## src/sv/tpt_pkg.sv

```systemverilog
`default_nettype none
package tpt_pkg;

    localparam int ACCEL_FRAC_BITS_DEF = 12;
    localparam int GAIN_FRAC_BITS_DEF  = 8;
    localparam int DRIVE_MAX_DEF       = 255;

    // command codes carried in tuser
    localparam logic [1:0] CMD_TICK    = 2'd0;
    localparam logic [1:0] CMD_START_Y = 2'd1;
    localparam logic [1:0] CMD_START_X = 2'd2;

    // configuration register indexes
    localparam logic [2:0] REG_Y_ACCEL     = 3'd0;
    localparam logic [2:0] REG_Y_SPEED     = 3'd1;
    localparam logic [2:0] REG_Y_DISTANCE  = 3'd2;
    localparam logic [2:0] REG_Y_DIRECTION = 3'd3;
    localparam logic [2:0] REG_X_SPEED     = 3'd4;
    localparam logic [2:0] REG_X_DISTANCE  = 3'd5;

    localparam logic [15:0] Y_ACCEL_RST = 16'd819;
    localparam logic [7:0]  Y_SPEED_RST = 8'd30;
    localparam logic [7:0]  X_SPEED_RST = 8'd10;

    // PID gains rounded to Q.gfb
    function automatic int gain_xp(input int gfb);
        return 4 * (1 << gfb);
    endfunction
    function automatic int gain_xi(input int gfb);
        return (2 * (1 << gfb) + 5) / 10;
    endfunction
    function automatic int gain_xd(input int gfb);
        return 5 * (1 << gfb);
    endfunction
    function automatic int gain_yp(input int gfb);
        return (4 * (1 << gfb) + 5) / 10;
    endfunction
    function automatic int gain_yi(input int gfb);
        return ((1 << gfb) + 10) / 20;
    endfunction
    function automatic int gain_yd(input int gfb);
        return 3 * (1 << gfb);
    endfunction

endpackage
`default_nettype wire

```

## src/sv/tpt_mul.sv

```systemverilog
`default_nettype none
module tpt_mul #(
    parameter int A_W = 34,
    parameter int B_W = 21
) (
    input  wire                          i_clk,
    input  wire  signed [A_W-1:0]        i_a,
    input  wire  signed [B_W-1:0]        i_b,
    output logic signed [A_W+B_W-1:0]    o_p
);
    logic signed [A_W+B_W-1:0] r_p;

    always_ff @(posedge i_clk) begin
        r_p <= i_a * i_b;
    end

    assign o_p = r_p;
endmodule
`default_nettype wire

```

## src/sv/tpt_div.sv

```systemverilog
`default_nettype none
module tpt_div #(
    parameter int DVD_W = 36,
    parameter int DVS_W = 16
) (
    input  wire              i_clk,
    input  wire              i_rst_n,
    input  wire              i_start,
    input  wire  [DVD_W-1:0] i_dividend,
    input  wire  [DVS_W-1:0] i_divisor,
    output logic             o_busy,
    output logic [DVD_W-1:0] o_quotient
);
    localparam int CNT_W = $clog2(DVD_W + 1);

    logic [CNT_W-1:0] r_cnt;
    logic [DVS_W-1:0] r_rem;
    logic [DVS_W-1:0] r_dvs;
    logic [DVD_W-1:0] r_quo;
    logic [DVS_W:0]   w_sh;
    logic [DVS_W:0]   w_diff;
    logic             w_ge;

    assign w_sh   = {r_rem, r_quo[DVD_W-1]};
    assign w_diff = w_sh - {1'b0, r_dvs};
    assign w_ge   = w_sh >= {1'b0, r_dvs};

    always_ff @(posedge i_clk) begin
        if (!i_rst_n) begin
            r_cnt <= '0;
        end else if (i_start) begin
            r_cnt <= CNT_W'(DVD_W);
            r_rem <= '0;
            r_quo <= i_dividend;
            r_dvs <= i_divisor;
        end else if (r_cnt != '0) begin
            // one quotient bit per cycle, restoring
            r_cnt <= r_cnt - 1'b1;
            r_rem <= w_ge ? w_diff[DVS_W-1:0] : w_sh[DVS_W-1:0];
            r_quo <= {r_quo[DVD_W-2:0], w_ge};
        end
    end

    assign o_busy     = r_cnt != '0;
    assign o_quotient = r_quo;
endmodule
`default_nettype wire

```

## src/sv/tpt_sqrt.sv

```systemverilog
`default_nettype none
module tpt_sqrt #(
    parameter int IN_W = 36
) (
    input  wire               i_clk,
    input  wire               i_rst_n,
    input  wire               i_start,
    input  wire  [IN_W-1:0]   i_value,
    output logic              o_busy,
    output logic [IN_W/2-1:0] o_root
);
    localparam int RT_W  = IN_W / 2;
    localparam int SH_W  = RT_W + 3;
    localparam int CNT_W = $clog2(RT_W + 1);

    logic [CNT_W-1:0] r_cnt;
    logic [IN_W-1:0]  r_x;
    logic [SH_W-1:0]  r_rem;
    logic [RT_W-1:0]  r_root;
    logic [SH_W-1:0]  w_sh;
    logic [SH_W-1:0]  w_trial;
    logic             w_ge;

    assign w_sh    = {r_rem[SH_W-3:0], r_x[IN_W-1:IN_W-2]};
    assign w_trial = SH_W'({r_root, 2'b01});
    assign w_ge    = w_sh >= w_trial;

    always_ff @(posedge i_clk) begin
        if (!i_rst_n) begin
            r_cnt <= '0;
        end else if (i_start) begin
            r_cnt  <= CNT_W'(RT_W);
            r_x    <= i_value;
            r_rem  <= '0;
            r_root <= '0;
        end else if (r_cnt != '0) begin
            // one root bit per cycle from the next bit pair
            r_cnt  <= r_cnt - 1'b1;
            r_x    <= {r_x[IN_W-3:0], 2'b00};
            r_rem  <= w_ge ? (w_sh - w_trial) : w_sh;
            r_root <= {r_root[RT_W-2:0], w_ge};
        end
    end

    assign o_busy = r_cnt != '0;
    assign o_root = r_root;
endmodule
`default_nettype wire

```

## src/sv/trapezoid_profile_pid_tracker_top.sv

```systemverilog
// Channel  Dir  Handshake                         Payload
// s_axis   in   i_s_axis_tvalid / o_s_axis_tready  tuser command, tdata y_count, x_count
// m_axis   out  o_m_axis_tvalid / i_m_axis_tready  tdata drives and status flags
// cfg      in   i_cfg_valid / o_cfg_ready          i_cfg_index, i_cfg_data
//
// One request at a time; ready is low until its result is loaded in the output register.
// Y start: one product, three restoring divides (24+F bits) and one root for a trapezoid;
// two products, two divides and one root for a triangle. X start: one divide. Tick: products
// on the shared multiplier. Unknown command, idle tick: straight to the output register.
// Synchronous active-low reset clears control, configuration and tracker registers, not the
// work registers or output data; no clearing pass. Config taken when idle.
// A result waiting on o_m_axis_tready holds the next result in its last step.
`default_nettype none
module trapezoid_profile_pid_tracker_top #(
    parameter int ACCEL_FRAC_BITS = tpt_pkg::ACCEL_FRAC_BITS_DEF,
    parameter int GAIN_FRAC_BITS  = tpt_pkg::GAIN_FRAC_BITS_DEF,
    parameter int DRIVE_MAX       = tpt_pkg::DRIVE_MAX_DEF
) (
    input  wire         i_clk,
    input  wire         i_rst_n,
    input  wire         i_s_axis_tvalid,
    output logic        o_s_axis_tready,
    input  wire  [39:0] i_s_axis_tdata,  // y_count[23:0], x_count[39:24]
    input  wire  [1:0]  i_s_axis_tuser,  // command[1:0]
    output logic        o_m_axis_tvalid,
    input  wire         i_m_axis_tready,
    // y_drive[7:0], x_drive[15:8], y_busy[16], x_busy[17], x_reverse[18],
    // y_dir_pin[19], clear_counts[20], zero[23:21]
    output logic [23:0] o_m_axis_tdata,
    input  wire         i_cfg_valid,
    output logic        o_cfg_ready,
    input  wire  [2:0]  i_cfg_index,
    input  wire  [23:0] i_cfg_data
);
    localparam int F     = ACCEL_FRAC_BITS;
    localparam int G     = GAIN_FRAC_BITS;
    localparam int DIV_W = 24 + F;
    localparam int SQ_W  = DIV_W + (DIV_W % 2);
    localparam int RT_W  = SQ_W / 2;
    localparam int PK_W  = 8 + F;
    localparam int MA_W  = 34;
    localparam int MB_W  = PK_W + 1;
    localparam int P_W   = MA_W + MB_W;
    localparam int AC_W  = P_W + 2;
    localparam int E_W   = P_W + 2;
    localparam int DR_W  = $clog2(DRIVE_MAX + 1);
    localparam int K_W   = G + 4;

    localparam logic [K_W-1:0]  XP_K = K_W'(tpt_pkg::gain_xp(G));
    localparam logic [K_W-1:0]  XI_K = K_W'(tpt_pkg::gain_xi(G));
    localparam logic [K_W-1:0]  XD_K = K_W'(tpt_pkg::gain_xd(G));
    localparam logic [K_W-1:0]  YP_K = K_W'(tpt_pkg::gain_yp(G));
    localparam logic [K_W-1:0]  YI_K = K_W'(tpt_pkg::gain_yi(G));
    localparam logic [K_W-1:0]  YD_K = K_W'(tpt_pkg::gain_yd(G));
    localparam logic [DR_W-1:0] DMAX = DR_W'(DRIVE_MAX);

    typedef enum logic [4:0] {
        ST_IDLE, ST_WAIT,
        ST_YS0, ST_YS1, ST_YS2, ST_YS3, ST_YS4, ST_YS5, ST_YS6,
        ST_XS0, ST_XS1,
        ST_YT0, ST_YT1, ST_YU1, ST_YU2, ST_YC1, ST_YD1, ST_YD2, ST_YPID,
        ST_XCHK, ST_XT0, ST_XT1, ST_XT2,
        ST_P0, ST_P1, ST_P2, ST_P3,
        ST_OUT
    } t_state;

    t_state r_state, r_ret;

    // configuration
    logic [15:0]        r_y_accel;
    logic [7:0]         r_y_speed;
    logic [23:0]        r_y_dist;
    logic               r_y_dir;
    logic [7:0]         r_x_speed;
    logic signed [15:0] r_x_dist;

    // request
    logic [23:0]        r_ycnt;
    logic signed [15:0] r_xcnt;

    // tracker state
    logic [17:0]        r_tick;
    logic signed [31:0] r_integ;
    logic signed [15:0] r_prev_ye, r_prev_xe;
    logic [15:0]        r_t1, r_t2, r_xt;
    logic [23:0]        r_rd, r_cd;
    logic [PK_W-1:0]    r_peak;
    logic               r_ybusy, r_xbusy, r_xrev, r_ydir_pin;
    logic [DR_W-1:0]    r_ydrive, r_xdrive;

    // work registers
    logic signed [MA_W-1:0] r_ma;
    logic signed [MB_W-1:0] r_mb;
    logic [DIV_W-1:0]       r_dvd;
    logic [15:0]            r_dvs;
    logic [SQ_W-1:0]        r_sqin;
    logic                   r_go_div, r_go_sqrt;
    logic                   r_trap;
    logic signed [P_W:0]    r_ideal;
    logic signed [15:0]     r_e;
    logic                   r_axis_x;
    logic signed [AC_W-1:0] r_acc;
    logic                   r_clr;
    logic                   r_ovalid;
    logic [23:0]            r_odata;

    logic signed [P_W-1:0] w_p;
    logic [DIV_W-1:0]      w_quo;
    logic [RT_W-1:0]       w_root;
    logic                  w_div_busy, w_sqrt_busy;

    tpt_mul #(.A_W(MA_W), .B_W(MB_W)) u_mul (
        .i_clk (i_clk), .i_a (r_ma), .i_b (r_mb), .o_p (w_p)
    );

    tpt_div #(.DVD_W(DIV_W), .DVS_W(16)) u_div (
        .i_clk (i_clk), .i_rst_n (i_rst_n), .i_start (r_go_div),
        .i_dividend (r_dvd), .i_divisor (r_dvs),
        .o_busy (w_div_busy), .o_quotient (w_quo)
    );

    tpt_sqrt #(.IN_W(SQ_W)) u_sqrt (
        .i_clk (i_clk), .i_rst_n (i_rst_n), .i_start (r_go_sqrt),
        .i_value (r_sqin), .o_busy (w_sqrt_busy), .o_root (w_root)
    );

    function automatic logic signed [15:0] sat_e(input logic signed [E_W-1:0] v);
        if (v > E_W'(32767))        return 16'sh7FFF;
        else if (v < -E_W'(32768))  return 16'sh8000;
        else                        return 16'(v);
    endfunction

    function automatic logic [15:0] sat16(input logic [DIV_W-1:0] v);
        return (v > DIV_W'(16'hFFFF)) ? 16'hFFFF : v[15:0];
    endfunction

    // zero-clamped divisors for planning
    logic [15:0] w_a1;
    logic [7:0]  w_v1, w_s1;
    assign w_a1 = (r_y_accel == '0) ? 16'd1 : r_y_accel;
    assign w_v1 = (r_y_speed == '0) ? 8'd1 : r_y_speed;
    assign w_s1 = (r_x_speed == '0) ? 8'd1 : r_x_speed;

    logic [DIV_W:0] w_r2;
    logic           w_trap;
    logic [15:0]    w_rt;
    logic [15:0]    w_xmag;
    assign w_r2   = {w_quo, 1'b0};
    assign w_trap = (DIV_W + 1)'(r_y_dist) > w_r2;
    assign w_rt   = (w_root > RT_W'(16'hFFFF)) ? 16'hFFFF : w_root[15:0];
    assign w_xmag = r_x_dist[15] ? (~r_x_dist + 16'd1) : r_x_dist;

    // profile phase boundaries
    logic [18:0] w_t, w_lim1, w_lim2, w_lim3;
    logic [17:0] w_tc;
    logic [15:0] w_d;
    assign w_t    = {1'b0, r_tick};
    assign w_lim1 = 19'(r_t1);
    assign w_lim2 = 19'(r_t1) + 19'(r_t2);
    assign w_lim3 = w_lim2 + 19'(r_t1);
    assign w_tc   = r_tick - 18'(r_t1);
    assign w_d    = 16'(r_tick - 18'(r_t1) - 18'(r_t2));

    logic signed [P_W-1:0] w_term;
    logic signed [E_W-1:0] w_yerr, w_xerr;
    assign w_term = w_p[P_W-1] ? '0 : w_p;
    assign w_yerr = E_W'(r_ideal) - E_W'($signed({1'b0, r_ycnt}));
    assign w_xerr = r_xrev ? (E_W'(w_p) + E_W'(r_xcnt)) : (E_W'(w_p) - E_W'(r_xcnt));

    // PID datapath
    logic signed [32:0]     w_isum;
    logic signed [31:0]     w_isat;
    logic [K_W-1:0]         w_ki, w_kp, w_kd;
    logic signed [15:0]     w_prev;
    logic signed [16:0]     w_ediff;
    logic signed [AC_W-1:0] w_sum, w_shr;
    logic [DR_W-1:0]        w_drive;
    assign w_isum  = 33'(r_integ) + 33'(r_e);
    assign w_isat  = (w_isum[32] != w_isum[31]) ?
                     (w_isum[32] ? 32'sh80000000 : 32'sh7FFFFFFF) : w_isum[31:0];
    assign w_ki    = r_axis_x ? XI_K : YI_K;
    assign w_kp    = r_axis_x ? XP_K : YP_K;
    assign w_kd    = r_axis_x ? XD_K : YD_K;
    assign w_prev  = r_axis_x ? r_prev_xe : r_prev_ye;
    assign w_ediff = 17'(r_e) - 17'(w_prev);
    assign w_sum   = r_acc + AC_W'(w_p);
    assign w_shr   = w_sum >>> G;
    assign w_drive = w_sum[AC_W-1] ? '0 :
                     ((w_shr > AC_W'(DRIVE_MAX)) ? DMAX : DR_W'(w_shr));

    always_ff @(posedge i_clk) begin
        if (!i_rst_n) begin
            r_state    <= ST_IDLE;
            r_ret      <= ST_IDLE;
            r_y_accel  <= tpt_pkg::Y_ACCEL_RST;
            r_y_speed  <= tpt_pkg::Y_SPEED_RST;
            r_y_dist   <= '0;
            r_y_dir    <= 1'b0;
            r_x_speed  <= tpt_pkg::X_SPEED_RST;
            r_x_dist   <= '0;
            r_tick     <= '0;
            r_integ    <= '0;
            r_prev_ye  <= '0;
            r_prev_xe  <= '0;
            r_t1       <= '0;
            r_t2       <= '0;
            r_xt       <= '0;
            r_rd       <= '0;
            r_cd       <= '0;
            r_peak     <= '0;
            r_ybusy    <= 1'b0;
            r_xbusy    <= 1'b0;
            r_xrev     <= 1'b0;
            r_ydir_pin <= 1'b0;
            r_ydrive   <= '0;
            r_xdrive   <= '0;
            r_go_div   <= 1'b0;
            r_go_sqrt  <= 1'b0;
            r_ovalid   <= 1'b0;
        end else begin
            if (i_cfg_valid && o_cfg_ready) begin
                case (i_cfg_index)
                    tpt_pkg::REG_Y_ACCEL:     r_y_accel <= i_cfg_data[15:0];
                    tpt_pkg::REG_Y_SPEED:     r_y_speed <= i_cfg_data[7:0];
                    tpt_pkg::REG_Y_DISTANCE:  r_y_dist  <= i_cfg_data;
                    tpt_pkg::REG_Y_DIRECTION: r_y_dir   <= i_cfg_data[0];
                    tpt_pkg::REG_X_SPEED:     r_x_speed <= i_cfg_data[7:0];
                    tpt_pkg::REG_X_DISTANCE:  r_x_dist  <= i_cfg_data[15:0];
                    default: ;
                endcase
            end

            // ST_OUT reloads the output register itself
            if (r_ovalid && i_m_axis_tready && r_state != ST_OUT) begin
                r_ovalid <= 1'b0;
            end

            case (r_state)
                ST_IDLE: begin
                    if (i_s_axis_tvalid) begin
                        r_ycnt <= i_s_axis_tdata[23:0];
                        r_xcnt <= i_s_axis_tdata[39:24];
                        r_clr  <= 1'b0;
                        case (i_s_axis_tuser)
                            tpt_pkg::CMD_START_Y: r_state <= ST_YS0;
                            tpt_pkg::CMD_START_X: r_state <= ST_XS0;
                            tpt_pkg::CMD_TICK: begin
                                if (r_ybusy)      r_state <= ST_YT0;
                                else if (r_xbusy) r_state <= ST_XT0;
                                else              r_state <= ST_OUT;
                            end
                            default: r_state <= ST_OUT;
                        endcase
                    end
                end
                ST_WAIT: begin
                    // drop the start pulse, then hold until the unit is done
                    if (r_go_div || r_go_sqrt) begin
                        r_go_div  <= 1'b0;
                        r_go_sqrt <= 1'b0;
                    end else if (!w_div_busy && !w_sqrt_busy) begin
                        r_state <= r_ret;
                    end
                end
                ST_YS0: begin
                    r_ma    <= MA_W'($signed({1'b0, w_v1}));
                    r_mb    <= MB_W'($signed({1'b0, w_v1}));
                    r_ret   <= ST_YS1;
                    r_state <= ST_WAIT;
                end
                ST_YS1: begin
                    r_dvd    <= DIV_W'({w_p[15:0], {(F - 1){1'b0}}});
                    r_dvs    <= w_a1;
                    r_go_div <= 1'b1;
                    r_ret    <= ST_YS2;
                    r_state  <= ST_WAIT;
                end
                ST_YS2: begin
                    r_trap <= w_trap;
                    if (w_trap) begin
                        r_rd  <= w_quo[23:0];
                        r_cd  <= r_y_dist - w_r2[23:0];
                        r_dvd <= {w_r2[23:0], {F{1'b0}}};
                    end else begin
                        r_rd  <= r_y_dist >> 1;
                        r_cd  <= '0;
                        r_t2  <= '0;
                        r_dvd <= {r_y_dist, {F{1'b0}}};
                    end
                    r_dvs    <= w_a1;
                    r_go_div <= 1'b1;
                    r_ret    <= ST_YS3;
                    r_state  <= ST_WAIT;
                end
                ST_YS3: begin
                    r_sqin    <= SQ_W'(w_quo);
                    r_go_sqrt <= 1'b1;
                    r_ret     <= ST_YS4;
                    r_state   <= ST_WAIT;
                end
                ST_YS4: begin
                    r_t1 <= w_rt;
                    if (r_trap) begin
                        r_peak   <= {w_v1, {F{1'b0}}};
                        r_dvd    <= DIV_W'(r_cd);
                        r_dvs    <= 16'(w_v1);
                        r_go_div <= 1'b1;
                        r_ret    <= ST_YS5;
                    end else begin
                        r_ma  <= MA_W'($signed({1'b0, w_a1}));
                        r_mb  <= MB_W'($signed({1'b0, w_rt}));
                        r_ret <= ST_YS6;
                    end
                    r_state <= ST_WAIT;
                end
                ST_YS5, ST_YS6: begin
                    if (r_state == ST_YS5) r_t2   <= sat16(w_quo);
                    else                   r_peak <= PK_W'(w_p);
                    r_tick   <= '0;
                    r_integ  <= '0;
                    r_ydrive <= '0;
                    r_ybusy  <= 1'b1;
                    if (r_y_dir) r_ydir_pin <= 1'b1;
                    r_clr    <= 1'b1;
                    r_state  <= ST_OUT;
                end
                ST_XS0: begin
                    r_dvd    <= DIV_W'(w_xmag);
                    r_dvs    <= 16'(w_s1);
                    r_go_div <= 1'b1;
                    r_ret    <= ST_XS1;
                    r_state  <= ST_WAIT;
                end
                ST_XS1: begin
                    r_xt     <= w_quo[15:0];
                    r_xrev   <= r_x_dist[15];
                    r_tick   <= '0;
                    r_integ  <= '0;
                    r_xdrive <= '0;
                    r_xbusy  <= 1'b1;
                    r_clr    <= 1'b1;
                    r_state  <= ST_OUT;
                end
                ST_YT0: begin
                    r_tick  <= r_tick + 18'd1;
                    r_state <= ST_YT1;
                end
                ST_YT1: begin
                    if (w_t < w_lim1) begin
                        r_ma    <= MA_W'($signed({1'b0, r_tick}));
                        r_mb    <= MB_W'($signed({1'b0, r_y_accel}));
                        r_ret   <= ST_YU1;
                        r_state <= ST_WAIT;
                    end else if (w_t < w_lim2) begin
                        r_ma    <= MA_W'($signed({1'b0, w_tc}));
                        r_mb    <= MB_W'($signed({1'b0, r_peak}));
                        r_ret   <= ST_YC1;
                        r_state <= ST_WAIT;
                    end else if (w_t < w_lim3) begin
                        r_ma    <= MA_W'($signed({1'b0, w_d}));
                        r_mb    <= MB_W'($signed({1'b0, r_y_accel}));
                        r_ret   <= ST_YD1;
                        r_state <= ST_WAIT;
                    end else begin
                        r_ybusy  <= 1'b0;
                        r_ydrive <= '0;
                        r_clr    <= 1'b1;
                        r_state  <= ST_XCHK;
                    end
                end
                ST_YU1: begin
                    r_ma    <= MA_W'(w_p);
                    r_mb    <= MB_W'($signed({1'b0, r_tick[15:0]}));
                    r_ret   <= ST_YU2;
                    r_state <= ST_WAIT;
                end
                ST_YU2: begin
                    r_ideal <= (P_W + 1)'(w_p >>> (F + 1));
                    r_state <= ST_YPID;
                end
                ST_YC1: begin
                    r_ideal <= (P_W + 1)'($signed({1'b0, r_rd})) + (P_W + 1)'(w_p >>> F);
                    r_state <= ST_YPID;
                end
                ST_YD1: begin
                    r_ma    <= MA_W'($signed({1'b0, r_peak, 1'b0})) - MA_W'(w_p);
                    r_mb    <= MB_W'($signed({1'b0, w_d}));
                    r_ret   <= ST_YD2;
                    r_state <= ST_WAIT;
                end
                ST_YD2: begin
                    r_ideal <= (P_W + 1)'($signed({1'b0, r_rd}))
                             + (P_W + 1)'($signed({1'b0, r_cd}))
                             + (P_W + 1)'(w_term >>> (F + 1));
                    r_state <= ST_YPID;
                end
                ST_YPID: begin
                    r_e      <= sat_e(w_yerr);
                    r_axis_x <= 1'b0;
                    r_state  <= ST_P0;
                end
                ST_XCHK: begin
                    r_state <= r_xbusy ? ST_XT0 : ST_OUT;
                end
                ST_XT0: begin
                    r_tick  <= r_tick + 18'd1;
                    r_state <= ST_XT1;
                end
                ST_XT1: begin
                    if (r_tick >= 18'(r_xt)) begin
                        r_xbusy  <= 1'b0;
                        r_xdrive <= '0;
                        r_state  <= ST_OUT;
                    end else begin
                        r_ma    <= MA_W'($signed({1'b0, r_tick}));
                        r_mb    <= MB_W'($signed({1'b0, w_s1}));
                        r_ret   <= ST_XT2;
                        r_state <= ST_WAIT;
                    end
                end
                ST_XT2: begin
                    r_e      <= sat_e(w_xerr);
                    r_axis_x <= 1'b1;
                    r_state  <= ST_P0;
                end
                ST_P0: begin
                    r_integ <= w_isat;
                    r_ma    <= MA_W'(w_isat);
                    r_mb    <= MB_W'($signed({1'b0, w_ki}));
                    r_ret   <= ST_P1;
                    r_state <= ST_WAIT;
                end
                ST_P1: begin
                    r_acc   <= AC_W'(w_p);
                    r_ma    <= MA_W'(r_e);
                    r_mb    <= MB_W'($signed({1'b0, w_kp}));
                    r_ret   <= ST_P2;
                    r_state <= ST_WAIT;
                end
                ST_P2: begin
                    r_acc   <= w_sum;
                    r_ma    <= MA_W'(w_ediff);
                    r_mb    <= MB_W'($signed({1'b0, w_kd}));
                    r_ret   <= ST_P3;
                    r_state <= ST_WAIT;
                end
                ST_P3: begin
                    if (r_axis_x) begin
                        r_prev_xe <= r_e;
                        r_xdrive  <= w_drive;
                        r_state   <= ST_OUT;
                    end else begin
                        r_prev_ye <= r_e;
                        r_ydrive  <= w_drive;
                        r_state   <= ST_XCHK;
                    end
                end
                ST_OUT: begin
                    // hold while the previous result is still waiting
                    if (!r_ovalid || i_m_axis_tready) begin
                        r_odata  <= {3'b000, r_clr, r_ydir_pin, r_xrev, r_xbusy, r_ybusy,
                                     8'(r_xdrive), 8'(r_ydrive)};
                        r_ovalid <= 1'b1;
                        r_state  <= ST_IDLE;
                    end
                end
                default: r_state <= ST_IDLE;
            endcase
        end
    end

    assign o_s_axis_tready = r_state == ST_IDLE;
    assign o_m_axis_tvalid = r_ovalid;
    assign o_m_axis_tdata  = r_odata;
    // hold configuration writes while a request is being worked on
    assign o_cfg_ready     = r_state == ST_IDLE;

    a_one_request: assert property (@(posedge i_clk) disable iff (!i_rst_n)
        (i_s_axis_tvalid && o_s_axis_tready) |=> !o_s_axis_tready)
        else $error("new request taken while one is in progress");

    a_units_exclusive: assert property (@(posedge i_clk) disable iff (!i_rst_n)
        !(w_div_busy && w_sqrt_busy))
        else $error("divider and root unit busy together");

    a_drive_range: assert property (@(posedge i_clk) disable iff (!i_rst_n)
        (r_ydrive <= DMAX) && (r_xdrive <= DMAX))
        else $error("drive above limit");

    a_y_idle_drive: assert property (@(posedge i_clk) disable iff (!i_rst_n)
        !r_ybusy |-> (r_ydrive == '0))
        else $error("Y drive nonzero with no move running");

    a_x_idle_drive: assert property (@(posedge i_clk) disable iff (!i_rst_n)
        !r_xbusy |-> (r_xdrive == '0))
        else $error("X drive nonzero with no move running");

endmodule
`default_nettype wire

```

## config.mk

```make
export PLATFORM = sky130hd
export DESIGN_NAME = trapezoid_profile_pid_tracker_top
export DESIGN_NICKNAME = d
export VERILOG_FILES = /design/src/sv/tpt_pkg.sv /design/src/sv/tpt_mul.sv /design/src/sv/tpt_div.sv /design/src/sv/tpt_sqrt.sv /design/src/sv/trapezoid_profile_pid_tracker_top.sv
export SDC_FILE = /design/constraint.sdc
export NUM_CORES = 2
export LEC_CHECK = 0
export BUFFER_PORTS_ARGS = -buffer_cell sky130_fd_sc_hd__buf_2
export CORE_ASPECT_RATIO = 0.6
export CORE_MARGIN = 1
export CORE_UTILIZATION = 35
export DETAILED_ROUTE_END_ITERATION = 7
export GPL_ROUTABILITY_DRIVEN = 1
export HOLD_SLACK_MARGIN = 0.08
export PLACE_DENSITY_LB_ADDON = 0.08
export SETUP_SLACK_MARGIN = 0.05
export SLEW_MARGIN = 20
export SYNTH_ARGS = -nofsm -noshare
export SYNTH_HDL_FRONTEND = slang
export SYNTH_SLANG_ARGS = --single-unit
```

## constraint.sdc

```tcl
create_clock -name i_clk -period 9.2 [get_ports i_clk]
set_clock_uncertainty 0.05 [all_clocks]
set_input_delay 1.84 -clock i_clk [delete_from_list [all_inputs] [get_ports i_clk]]
set_output_delay 1.84 -clock i_clk [all_outputs]
set_load 0.01 [all_outputs]
```

==> impl_metrics.env <==
export IMPL_placed_area_um2=86800
export IMPL_synth_main_ff_cell="edfxtp_1"
export IMPL_drive_above_1_share_pct=6.63
export IMPL_crit_path_start_kind="flip-flop"
export IMPL_yosys_warnings=0
export IMPL_hold_buffers=0
export IMPL_synth_area_um2=82300
export IMPL_ant_nets=0
export IMPL_start_util_pct=35.3
export IMPL_critical_path_buf_inv_count=6
export IMPL_rows=137
export IMPL_wire_per_inst_um=26.8
export IMPL_synth_cell_type_count=104
export IMPL_die_h_um=378
export IMPL_cp_required_ns=9.78
export IMPL_status="complete, no violations"
export IMPL_post_route_drc_count=0
export IMPL_nets=10700
export IMPL_slew_headroom_pct=14.9
export IMPL_finalInstanceArea_um2=90200
export IMPL_fin_crit_ns=8.64
export IMPL_io_pins=101
export IMPL_ys_async_sr_fraction_pct=0
export IMPL_crit_top_cell="fa_1"
export IMPL_clock_fmax_mhz=116
export IMPL_cp_slowest_cell="edfxtp_1"
export IMPL_grt_usage_pct=27.9
export IMPL_dieArea_um2=237000
export IMPL_cts_resized=0
export IMPL_finalHoldViolCount=0
export IMPL_coreArea_um2=233000
export IMPL_cts_tree="built"
export IMPL_num_vias=71300
export IMPL_grt_pass1_wl_mm=487
export IMPL_seq_area_frac_synth_pct=25.9
export IMPL_dpl_hpwl_mm=270
export IMPL_viasPerCell=5.66
export IMPL_maxCapViolations=0
export IMPL_finalMaxSlewViolations=0
export IMPL_clock_latency_ns=0.78
export IMPL_ys_ff_latch=834
export IMPL_gr_total_overflow=0
export IMPL_first_pass_iters=6
export IMPL_cts_buffers=94
export IMPL_postSynthAreaPerCell_um2=8.75
export IMPL_setup_slack_ns=0.558
export IMPL_htree_levels=3
export IMPL_tns_ns=0
export IMPL_synth_edf_count=464
export IMPL_clkTransAtPathRegs_ns=0.06
export IMPL_syn_inst=9405
export IMPL_grt_setup_unrepaired="no"
export IMPL_final_setup_viol_count=0
export IMPL_area_growth_pct=9.54
export IMPL_drt_iter0_drc=8564
export IMPL_cts_setup_buffers=0
export IMPL_place_congestion=0.971
export IMPL_fp_dieW_um=628
export IMPL_grt_pass1_vias=67300
export IMPL_cts_path_max_buffers=3
export IMPL_cts_sinks=834
export IMPL_antenna_found_initial=27
export IMPL_worstSetupEndpointType="flip-flop"
export IMPL_critPathKind="flip-flop to flip-flop"
export IMPL_dp_slack_ns=0.597
export IMPL_wirelength_mm=338
export IMPL_max_slew_worst_pin_slew_ns=1.27
export IMPL_io_buffers=97
export IMPL_fin_crit_sh_pct=93.9
export IMPL_root_buffer="clkbuf_16"
export IMPL_grt_start_max_net_pins=85
export IMPL_path_delay_family="adder cells"
export IMPL_hold_path_class="flip-flop to flip-flop"
export IMPL_arrival_ns=9.22
export IMPL_crit_path_max_fanout=18
export IMPL_cpPeakStageDelay_ns=0.80
## kinds of logic after synthesis
family | count (synthesis) | share of synthesized area [%]
AND/OR/NAND/NOR | 2959 | 17.3
XOR/XNOR | 376 | 4.00
AO/OA/AOI/OAI | 2183 | 17.0
adder cells (fa/ha/maj) | 1290 | 26.1
other | 1 | 0.00456
buffers and inverters | 1571 | 7.24
multiplexers | 191 | 2.41
flip-flops | 834 | 25.9
## layout by cell type, fill, tap and decap left out, types with 47 or more instances in the layout
cell type and instances:
or3_1 54, a211oi_1 92, a31oi_1 71, clkbuf_16 102, nor2_1 524, dfxtp_1 367
buf_2 97, o31ai_1 55, mux2i_1 133, and2_1 439, a22oi_1 83, nor2b_1 78
buf_4 208, inv_1 1127, o21a_1 70, nand4_1 62, nand3_1 182, and3_1 72
xor2_1 142, edfxtp_1 464, nor4_1 47, a21oi_1 612, o21bai_1 51, a21o_1 192
o21ai_0 492, nor3_1 144, nand2_1 1108, mux2_2 58, ha_1 581, fa_1 708
xnor2_1 234, nand2b_1 76, o211ai_1 52
## metrics by stage
stage                     hold WS, ns  util (%)  instances
after floorplan                 0.350         -       9407
after global placement          0.360      37.2      12400
after detailed placement        0.355      37.2      12400
after CTS                       0.359      38.7      12600
after global routing            0.367      38.7      12600
final                           0.359      38.7      12600
## cell usage after synthesis (54+ instances only)
master	count	area share [%]
and2_1	439	3.3
o21a_1	70	0.64
nor3_1	149	0.91
a21o_1	192	1.8
nand2_1	1110	5.1
nor2b_1	78	0.59
edfxtp_1	464	17
ha_1	581	8.8
nand3_1	183	1.1
nand4_1	62	0.47
nand2b_1	76	0.58
clkbuf_1	389	1.8
or3_1	54	0.41
dfxtp_1	370	9.0
a211oi_1	93	0.85
a31oi_1	72	0.55
mux2i_1	133	1.6
a22oi_1	83	0.76
o31ai_1	55	0.50
o21ai_0	493	3.0
xnor2_1	234	2.5
xor2_1	142	1.5
mux2_2	58	0.79
fa_1	709	17
inv_1	1128	5.1
a21oi_1	617	3.8
and3_1	73	0.55
nor2_1	533	2.4
## state kept, by name (all words and copies together), names as in the netlist, 19 cells and up
signal	cells
o_m_axis_tdata	21
r_acc	57
r_cd	24
r_dvd	36
r_ideal	44
r_integ	32
r_ma	34
r_mb	20
r_peak	20
r_rd	24
r_sqin	36
r_y_dist	24
r_ycnt	24
u_div.o_quotient	36
u_mul.o_p	55
u_sqrt.r_rem	19
u_sqrt.r_x	36
## path summary, 6_finish.rpt
check / slack [ns] / depth (start not counted) / startpoint / endpoint
worst min register to register: 0.36 / 0 / r_ydir_pin / o_m_axis_tdata[19]
worst max-delay path: 0.56 / 26 / r_mb[4] / u_mul.o_p[53]
worst min-delay path: 0.36 / 0 / r_ydir_pin / o_m_axis_tdata[19]
worst max register to register: 0.56 / 26 / r_mb[4] / u_mul.o_p[53]
## routing by layer
metal  vias to the layer above  track usage, %  share of wire (%)
li1                      32200               -                  -
met3                       252            9.18                 12
met1                     35600            46.0                 52
met2                      3190            33.9                 35
met4                         8            4.26                1.5
met5                         -               0              0.028
## layout make-up
class / count / area, µm²
Clock buffer: 130 / 2770
Clock inverter: 48 / 554
Multi-Input combinational cell: 7002 / 55300
Antenna cell: 3 / 7.51
Inverter: 1129 / 4250
Sequential cell: 834 / 21300
Timing Repair Buffer: 307 / 2080
Fill cell: 23700 / 143000
Tap cell: 3127 / 3910
Power is not shown: default switching activity piles up to over one toggle a cycle in this logic, so the estimate is an artifact.
